===== src/design/strb64_pkg.sv =====
// shared types, constants and the character lookup for the strict base64 decoder
package strb64_pkg;

	localparam int unsigned LIMIT_MAX = 8388608;
	localparam int unsigned TOTAL_W = 24;
	localparam logic [TOTAL_W-1:0] LIMIT_MAX_V = TOTAL_W'(LIMIT_MAX);
	localparam logic [TOTAL_W-1:0] TOTAL_SAT = '1;

	localparam logic [7:0] CH_PAD = 8'h3d;
	localparam logic [7:0] CH_PLUS = 8'h2b;
	localparam logic [7:0] CH_SLASH = 8'h2f;
	localparam logic [2:0] FULL_GROUP = 3'd4;

	typedef enum logic [1:0] {
		ST_OK         = 2'd0,
		ST_BAD_CHAR   = 2'd1,
		ST_OVER_LIMIT = 2'd2,
		ST_BAD_LENGTH = 2'd3
	} status_t;

	typedef struct packed {
		logic       none;
		logic [5:0] val;
	} sextet_t;

	function automatic sextet_t sextet_of(input logic [7:0] ch);
		sextet_t r;
		r.none = 1'b0;
		r.val = '0;
		if (ch >= 8'h41 && ch <= 8'h5a) begin
			r.val = 6'(ch - 8'h41);
		end else if (ch >= 8'h61 && ch <= 8'h7a) begin
			r.val = 6'(ch - 8'h61 + 8'd26);
		end else if (ch >= 8'h30 && ch <= 8'h39) begin
			r.val = 6'(ch - 8'h30 + 8'd52);
		end else if (ch == CH_PLUS) begin
			r.val = 6'd62;
		end else if (ch == CH_SLASH) begin
			r.val = 6'd63;
		end else begin
			r.none = 1'b1;
		end
		return r;
	endfunction

endpackage


===== src/design/strict_base64_decoder.sv =====
// strict padded base64 decoder, one 4-character group per cycle unless stalled
//
// input channel: one request carries a four-character group, the number of
// characters present and a flag for the last group of a text; accepted when
// in_valid is high and in_stall is low
// output channel: one request per group with up to three decoded bytes, their
// count, the sticky status of the text and a copy of the last-group flag;
// taken when out_valid is high and out_stall is low
// a group is decoded and checked against the running total in the input
// register, then passes into the output register that drives out_valid
// throughput: one group per cycle while in_stall is low; the add and
// compare of the running total against the byte limit, then the add of
// the byte count, is the path
// the user writes the byte limit through cfg_wr_en / cfg_wr_data only while
// idle, the block does not enforce it; reset clears both registers, the
// running total and the status, and sets the byte limit to its largest value
// when the receiver stalls the output register holds, the input register
// keeps one more group, and in_stall rises only when both are full
module strict_base64_decoder (
	input  logic        clk,
	input  logic        arst_n,
	input  logic        cfg_wr_en,
	input  logic [23:0] cfg_wr_data,
	input  logic        in_valid,
	output logic        in_stall,
	input  logic [7:0]  char_first,
	input  logic [7:0]  char_second,
	input  logic [7:0]  char_third,
	input  logic [7:0]  char_fourth,
	input  logic [2:0]  valid_chars,
	input  logic        final_group,
	output logic        out_valid,
	input  logic        out_stall,
	output logic [7:0]  byte_first,
	output logic [7:0]  byte_second,
	output logic [7:0]  byte_third,
	output logic [1:0]  byte_count,
	output logic [1:0]  status,
	output logic        final_result
);

	localparam int unsigned TW = strb64_pkg::TOTAL_W;

	logic [TW-1:0] limit_q;
	logic [TW-1:0] total_q;
	strb64_pkg::status_t sticky_q;

	logic       valid_s1;
	logic [7:0] c0_s1, c1_s1, c2_s1, c3_s1;
	logic [2:0] nchars_s1;
	logic       last_s1;

	logic       valid_s2;
	logic [7:0] b0_s2, b1_s2, b2_s2;
	logic [1:0] count_s2;
	strb64_pkg::status_t status_s2;
	logic       last_s2;

	logic out_ready;
	logic adv;

	strb64_pkg::sextet_t sa, sb, sc, sd;
	logic pad2, pad1, bad, over;
	logic [1:0] want;
	logic [TW:0] sum_want;
	logic [TW:0] sum_cnt;
	strb64_pkg::status_t grp_status, new_status;
	logic [1:0] cnt;
	logic [7:0] b0, b1, b2;
	logic [TW-1:0] new_total;

	assign out_ready = !valid_s2 || !out_stall;
	assign adv = valid_s1 && out_ready;
	assign in_stall = valid_s1 && !out_ready;

	always_comb begin
		sa = strb64_pkg::sextet_of(c0_s1);
		sb = strb64_pkg::sextet_of(c1_s1);
		sc = strb64_pkg::sextet_of(c2_s1);
		sd = strb64_pkg::sextet_of(c3_s1);
		pad2 = last_s1 && c2_s1 == strb64_pkg::CH_PAD && c3_s1 == strb64_pkg::CH_PAD;
		pad1 = last_s1 && !sc.none && c3_s1 == strb64_pkg::CH_PAD;
		bad = sa.none || sb.none || (sc.none && !pad2) || (sd.none && !pad2 && !pad1)
			|| (pad2 && sb.val[3:0] != 4'd0) || (pad1 && sc.val[1:0] != 2'd0);
		want = pad2 ? 2'd1 : (pad1 ? 2'd2 : 2'd3);
		sum_want = {1'b0, total_q} + {{(TW-1){1'b0}}, want};
		over = sum_want > {1'b0, limit_q};
		grp_status = strb64_pkg::ST_OK;
		cnt = 2'd0;
		b0 = '0;
		b1 = '0;
		b2 = '0;
		if (nchars_s1 != strb64_pkg::FULL_GROUP) begin
			grp_status = strb64_pkg::ST_BAD_LENGTH;
		end else if (over) begin
			grp_status = strb64_pkg::ST_OVER_LIMIT;
		end else if (bad) begin
			grp_status = strb64_pkg::ST_BAD_CHAR;
		end else begin
			cnt = want;
		end
		new_status = (sticky_q == strb64_pkg::ST_OK) ? grp_status : sticky_q;
		if (new_status != strb64_pkg::ST_OK) begin
			cnt = 2'd0;
		end else begin
			b0 = {sa.val, sb.val[5:4]};
			if (cnt >= 2'd2) begin
				b1 = {sb.val[3:0], sc.val[5:2]};
			end
			if (cnt == 2'd3) begin
				b2 = {sc.val[1:0], sd.val};
			end
		end
		sum_cnt = {1'b0, total_q} + {{(TW-1){1'b0}}, cnt};
		new_total = sum_cnt[TW] ? strb64_pkg::TOTAL_SAT : sum_cnt[TW-1:0];
	end

	always_ff @(posedge clk or negedge arst_n) begin
		if (!arst_n) begin
			limit_q <= strb64_pkg::LIMIT_MAX_V;
		end else if (cfg_wr_en) begin
			limit_q <= (cfg_wr_data < strb64_pkg::LIMIT_MAX_V) ? cfg_wr_data
				: strb64_pkg::LIMIT_MAX_V;
		end
	end

	always_ff @(posedge clk or negedge arst_n) begin
		if (!arst_n) begin
			valid_s1 <= 1'b0;
		end else if (!in_stall) begin
			valid_s1 <= in_valid;
		end
	end

	always_ff @(posedge clk) begin
		if (in_valid && !in_stall) begin
			c0_s1 <= char_first;
			c1_s1 <= char_second;
			c2_s1 <= char_third;
			c3_s1 <= char_fourth;
			nchars_s1 <= valid_chars;
			last_s1 <= final_group;
		end
	end

	always_ff @(posedge clk or negedge arst_n) begin
		if (!arst_n) begin
			total_q <= '0;
			sticky_q <= strb64_pkg::ST_OK;
		end else if (adv) begin
			if (last_s1) begin
				total_q <= '0;
				sticky_q <= strb64_pkg::ST_OK;
			end else begin
				total_q <= new_total;
				sticky_q <= new_status;
			end
		end
	end

	always_ff @(posedge clk or negedge arst_n) begin
		if (!arst_n) begin
			valid_s2 <= 1'b0;
		end else if (adv) begin
			valid_s2 <= 1'b1;
		end else if (!out_stall) begin
			valid_s2 <= 1'b0;
		end
	end

	always_ff @(posedge clk) begin
		if (adv) begin
			b0_s2 <= b0;
			b1_s2 <= b1;
			b2_s2 <= b2;
			count_s2 <= cnt;
			status_s2 <= new_status;
			last_s2 <= last_s1;
		end
	end

	assign out_valid = valid_s2;
	assign byte_first = b0_s2;
	assign byte_second = b1_s2;
	assign byte_third = b2_s2;
	assign byte_count = count_s2;
	assign status = status_s2;
	assign final_result = last_s2;

endmodule


===== config.mk =====
export PLATFORM = sky130hd
export DESIGN_NAME = strict_base64_decoder
export DESIGN_NICKNAME = d
export VERILOG_FILES = /design/src/design/strb64_pkg.sv /design/src/design/strict_base64_decoder.sv
export SDC_FILE = /design/constraint.sdc
export NUM_CORES = 1
export LEC_CHECK = 0
export ABC_CLOCK_PERIOD_IN_PS = 8500
export BUFFER_PORTS_ARGS = -buffer_cell sky130_fd_sc_hd__buf_2
export CORE_ASPECT_RATIO = 0.8
export CORE_MARGIN = 8
export CORE_UTILIZATION = 25
export CTS_CLUSTER_DIAMETER = 50
export DETAILED_ROUTE_END_ITERATION = 7
export PLACE_DENSITY = 0.47
export REMOVE_ABC_BUFFERS = 1
export SLEW_MARGIN = 40
export SYNTH_ARGS = -nofsm -noshare
export SYNTH_HDL_FRONTEND = slang
export SYNTH_SLANG_ARGS = --single-unit

===== constraint.sdc =====
create_clock -name clk -period 8.5 [get_ports clk]
set_input_delay 0.85 -clock clk [delete_from_list [all_inputs] [get_ports clk]]
set_output_delay 0.85 -clock clk [all_outputs]
set_load 0.01 [all_outputs]

==> out/metrics.cfg, run 1 <==
[timing]
fmax_mhz=128
relSlewSlack_pct=49.9
setup_slack_ns=0.710
rsz0062_at_grt=no
fin_skew_ns=0.0118
finalSetupViolations=0
post-route-min-period_ns=7.79
hold_viol=0
tns_ns=0
drv_slew=0
min_period_over_period_pct=91.7
worst_pin_slew_ns=0.746
hold_slack_ns=0.498

[logic_synthesis]
syn_area_um2=8020
async_reset_ff_share_pct=44.4
ys_types=79
yosysSeqAreaShare_pct=40.6
synth-edff-count=65
ys_warn_count=0
ys.flop_type=edfxtp_1
synth_cells=856
ys_seq_elements=117
syn_avg_cell_area_um2=9.36

[die]
die_h_um=176
die_w_um=216
initial_utilization_pct=25.5
core_area_um2=31500
core.rowCount=58
dieArea_um2=38100
io_pins=96

[grt]
track_usage_pct=11.8
grt_pass1_wl_mm=36.1
antenna_found_initial=0
grt_overflow_total=0
grt_max_degree=53
grt_pass1_vias=6440

[clock_network]
clk_pin_slew_ns=0.06
clockBufferDepth=2
clock-sinks=117
cts_tree=built
htree_levels=4
cts_buffers=17
root_buffer=clkbuf_16
clk_latency_ns=0.43

[place]
place_ws_ns=0.254
routabilityCongestion=0.847
numPortBuffers=95
dp_hpwl_mm=16.3

[power_and_ir_drop]
p_leak_nw=3.96
ir_worst_vdd_mv=0.0994
power.density_nw_per_um2=164

[worst_setup_path]
worstPathMaxFanout=9
end_kind=register
slowest_stage=edfxtp_1
reg2reg_depth=33
critPathRequiredTime_ns=8.79
cp_slowest_stage_delay_ns=0.53
cp.arrival_ns=8.08
crit_type=register to register
cp-start-kind=register

[hold_path]
min_path_type=register to register
whs_path_depth=1

[drt]
wl_per_cell_um=16.4
ant_nets=0
dr.pass1.iters=5
drc=0
routed_wl_mm=22.5
via_per_inst=4.89
initialDrtViolationCount=446
num_vias=6699

[cells_and_area]
antenna_cells=0
finalNetCount=1067
drive_gt1_share_pct=17.3
syn2layout_area_growth_pct=18.8

[job]
cap_violations=0

[status]
status=completed

state kept, by name (all words and copies together) (netlist names):
name,flops
final_result,1
total_q,24
byte_first,8
byte_third,8
last_s1,1
c3_s1,8
sticky_q,2
out_valid,1
nchars_s1,3
c0_s1,8
status,2
valid_s1,1
c2_s1,8
byte_count,2
c1_s1,8
byte_second,8
limit_q,24
worst max-delay path: cells and delay by family (launching register included):
| kind | cells | cell delay [ns] |
|---|---|---|
| compound gates | 8 | 1.74 |
| xor+xnor | 1 | 0.21 |
| fa+ha+maj | 6 | 1.89 |
| buf+inv | 4 | 0.44 |
| flops | 1 | 0.53 |
| simple gates | 14 | 2.85 |
timing repair:
item / CTS / global route
setup endpoints to repair: 0 / 23
hold buffers: 0 / 0
buffers inserted: 0 / 2
resized for setup: 0 / 9
placed cells by master, fill, tap and decap left out, types with 12 or more instances in the layout:
cell       instances
nand3b_1          25
xnor2_1           26
nor2_1            56
a21oi_1           77
dfrtp_1           51
nor3_1            21
nand3_1           29
clkbuf_16         17
o22a_1            15
nand4_1           13
nor2b_1           12
nand2b_1          16
inv_1             70
edfxtp_1          65
buf_2             95
nand2_1           55
o21ai_0           46
ha_1              64
cell type report:
| cell class | count | area [um^2] |
|---|---|---|
| clock buffers | 18 | 429 |
| clock inverters | 14 | 130 |
| fillers | 3351 | 22000 |
| inverters | 72 | 273 |
| multi-input cells | 623 | 4360 |
| flip-flops and latches | 117 | 3250 |
| well taps | 420 | 526 |
| repair buffers | 105 | 551 |
synth_stat cells, types with 4 or more instances:
master | instances | share of area, %
a211oi_1 | 5 | 0.47
a21boi_0 | 5 | 0.47
a21o_1 | 7 | 0.66
a21oi_1 | 77 | 4.8
a221oi_1 | 8 | 0.87
a22oi_1 | 5 | 0.47
a31oi_1 | 8 | 0.62
a41o_1 | 4 | 0.50
a41oi_1 | 6 | 0.66
and2_1 | 8 | 0.62
and3_1 | 8 | 0.62
and4_1 | 4 | 0.44
buf_2 | 8 | 0.50
clkbuf_1 | 33 | 1.5
dfrtp_1 | 51 | 16
edfxtp_1 | 65 | 24
ha_1 | 64 | 10
inv_1 | 71 | 3.3
mux2i_1 | 4 | 0.50
nand2_1 | 56 | 2.6
nand2b_1 | 16 | 1.2
nand3_1 | 29 | 1.8
nand3b_1 | 25 | 2.3
nand4_1 | 13 | 1.0
nor2_1 | 58 | 2.7
nor2b_1 | 12 | 0.94
nor3_1 | 22 | 1.4
nor4_1 | 5 | 0.39
o21ai_0 | 46 | 2.9
o221ai_1 | 4 | 0.44
o22a_1 | 15 | 1.6
o31ai_1 | 4 | 0.37
or3_1 | 6 | 0.47
xnor2_1 | 26 | 2.8
xor2_1 | 11 | 1.2
per-layer routing:
metal	routed length, um	GRT usage (%)	share of wire (%)	vias up
li1	-	-	-	3282
met1	11800	17.8	53	3198
met2	9020	16.0	40	196
met3	1210	3.04	5.4	23
met4	391	3.85	1.7	0
met5	0	0	0	-
cell families (layout without fill, tap and decap cells):
kind of cell               count (synthesis)  after routing  synth area share [%]
AOI/OAI and AO/OA                        234            234                  19.8
xor gates and xnor gates                  37             37                  4.04
adders and majority gates                 66             66                  10.5
buffers and inverters                    116            209                  5.56
DFF                                      117            117                  40.6
muxes                                      6              6                 0.780
and+or+nand+nor                          280            280                  18.7
where the power goes:
part           internal, mW  switching [mW]  total (mW)
Clock                 0.404           0.296       0.700
Sequential            0.637          0.0291       0.666
Combinational        0.0763           0.121       0.197
Total                  1.12           0.445        1.56
worst paths after layout:
| path | slack, ns | to | startpoint |
|---|---|---|---|
| max in group asynchronous | 7.48 | sticky_q[0] | arst_n |
| min in group asynchronous | 0.55 | limit_q[9] | arst_n |
| hold reg to reg | 0.50 | out_valid | valid_s1 |
| setup reg to reg | 0.71 | total_q[22] | c2_s1[0] |
| hold / removal | 0.50 | out_valid | valid_s1 |
| setup / recovery | 0.71 | total_q[22] | c2_s1[0] |
stage by stage:
step / utilization, % / cells / instance area [um^2] / power [mW]
2_1_floorplan: - / 812 / 7840 / 0.791
5_1_grt: 30.2 / 1369 / 9520 / 1.64
4_1_cts: 30.1 / 1367 / 9470 / 1.59
3_5_place_dp: 28.3 / 1335 / 8910 / 0.874
6_report: 30.2 / 1369 / 9520 / 1.56
3_3_place_gp: 28.3 / 1335 / 8900 / 0.874
No activity file was read; power rests on OpenSTA's default activity.
==> inputs of run 2 (changes only) <==
- CORE_MARGIN: 8 -> 5
- CORE_UTILIZATION: 25 -> 30
- PLACE_DENSITY: 0.47 -> 0.53
==> out/metrics.cfg, run 2 (same netlist as run 1, synthesis figures left out) <==
[die]
initial_utilization_pct=30.5
core_area_um2=26300
dieArea_um2=30100
core.rowCount=53
die_h_um=156
io_pins=96
die_w_um=193

[hold_path]
min_path_type=register to register

[power_and_ir_drop]
report.power.total_mw=1.58
p_leak_nw=3.97
ir_worst_vdd_mv=0.141
power.density_nw_per_um2=167

[cells_and_area]
design_area_um2=9450
post-route-util_pct=35.9
drive_gt1_share_pct=16.9
final_common_cell=buf_2
fillerInstances=2702
finalNetCount=1066
final_cell_mix=buf_2, a21oi_1, inv_1, edfxtp_1, ha_1
syn2layout_area_growth_pct=17.8
antenna_cells=0
top_regs=limit_q (24), total_q (24)

[timing]
drv_slew=0
finalSetupViolations=0
hold_viol=0
worst_pin_slew_ns=0.788
post-route-min-period_ns=7.84
min_period_over_period_pct=92.2
fin_skew_ns=0.0119
relSlewSlack_pct=47.4
hold_slack_ns=0.485
fmax_mhz=128

[clock_network]
root_buffer=clkbuf_16
htree_levels=4
clk_latency_ns=0.43
cts_hold_buffers=0
clock-sinks=117
cts_buffers=17
clockBufferDepth=2
clk_pin_slew_ns=0.06
cts_tree=built

[grt]
grt_max_degree=53
antenna_found_initial=0
grt_overflow_total=0
track_usage_pct=14.1
grt_pass1_vias=6355
grt_pass1_wl_mm=34.3

[drt]
drc=0
via_per_inst=5.09
routed_wl_mm=21.1
wl_per_cell_um=16.2
num_vias=6641
ant_nets=0
initialDrtViolationCount=418
dr.pass1.iters=5

[worst_setup_path]
cp-start-kind=register
crit_type=register to register
slowest_stage=edfxtp_1
critical-path-top-delay-family=simple AND/OR/NAND/NOR gates
cp_slowest_stage_delay_ns=0.52
path_buf_inv=4
cp.arrival_ns=8.14
end_kind=register
worstPathMaxFanout=9
critPathRequiredTime_ns=8.80

[place]
numPortBuffers=95
place_area_um2=8830
routabilityCongestion=0.862
dp_hpwl_mm=15.2

[status]
status=completed

[job]
cap_violations=0

==> run 2: path summary, 6_finish.rpt <==
kind / from / to / slack, ns / cells after the start
max: c2_s1[0] / total_q[20] / 0.66 / 33
min: valid_s1 / out_valid / 0.48 / 1
max reg2reg: c2_s1[0] / total_q[20] / 0.66 / 33
min reg2reg: valid_s1 / out_valid / 0.48 / 1
max in group asynchronous: arst_n / total_q[4] / 7.45 / 2
min in group asynchronous: arst_n / limit_q[15] / 0.55 / 2
==> run 2: final cells by class <==
cell class | instances | area [um^2] | area share [%]
Inverter | 72 | 270 | 2.86
Sequential cell | 117 | 3250 | 34.5
Clock buffer | 17 | 425 | 4.50
Tap cell | 357 | 447 | 4.73
Timing Repair Buffer | 104 | 543 | 5.75
Clock inverter | 15 | 154 | 1.63
Multi-Input combinational cell | 623 | 4350 | 46.1
==> run 2: repair_timing <==
action                     in CTS  in global routing
setup endpoints to repair       0                 23
buffers inserted                0                  1
gates resized for setup         0                  7
==> run 2: power breakdown <==
group	switching, mW	internal, mW	total [mW]
Clock	0.289	0.432	0.721
Combinational	0.119	0.0766	0.196
Sequential	0.0283	0.637	0.665
==> run 2: per-stage QoR <==
stage / cells / setup slack, ns / TNS [ns]
after floorplan: 812 / 1.43 / 0
after global placement: 1272 / 0.512 / 0
after detailed placement: 1272 / 0.236 / 0
after CTS: 1304 / 0.219 / 0
after global routing: 1305 / -0.0268 / -0.0268
final: 1305 / 0.661 / 0
==> run 2: per-layer routing <==
metal  GRT usage, %  routed length (um)  up-vias
met4           3.09                 202        0
met2           19.5                8690      207
met3           3.72                1400       18
met1           21.9               10800     3128
met5              0                   0        -
li1               -                   -     3288
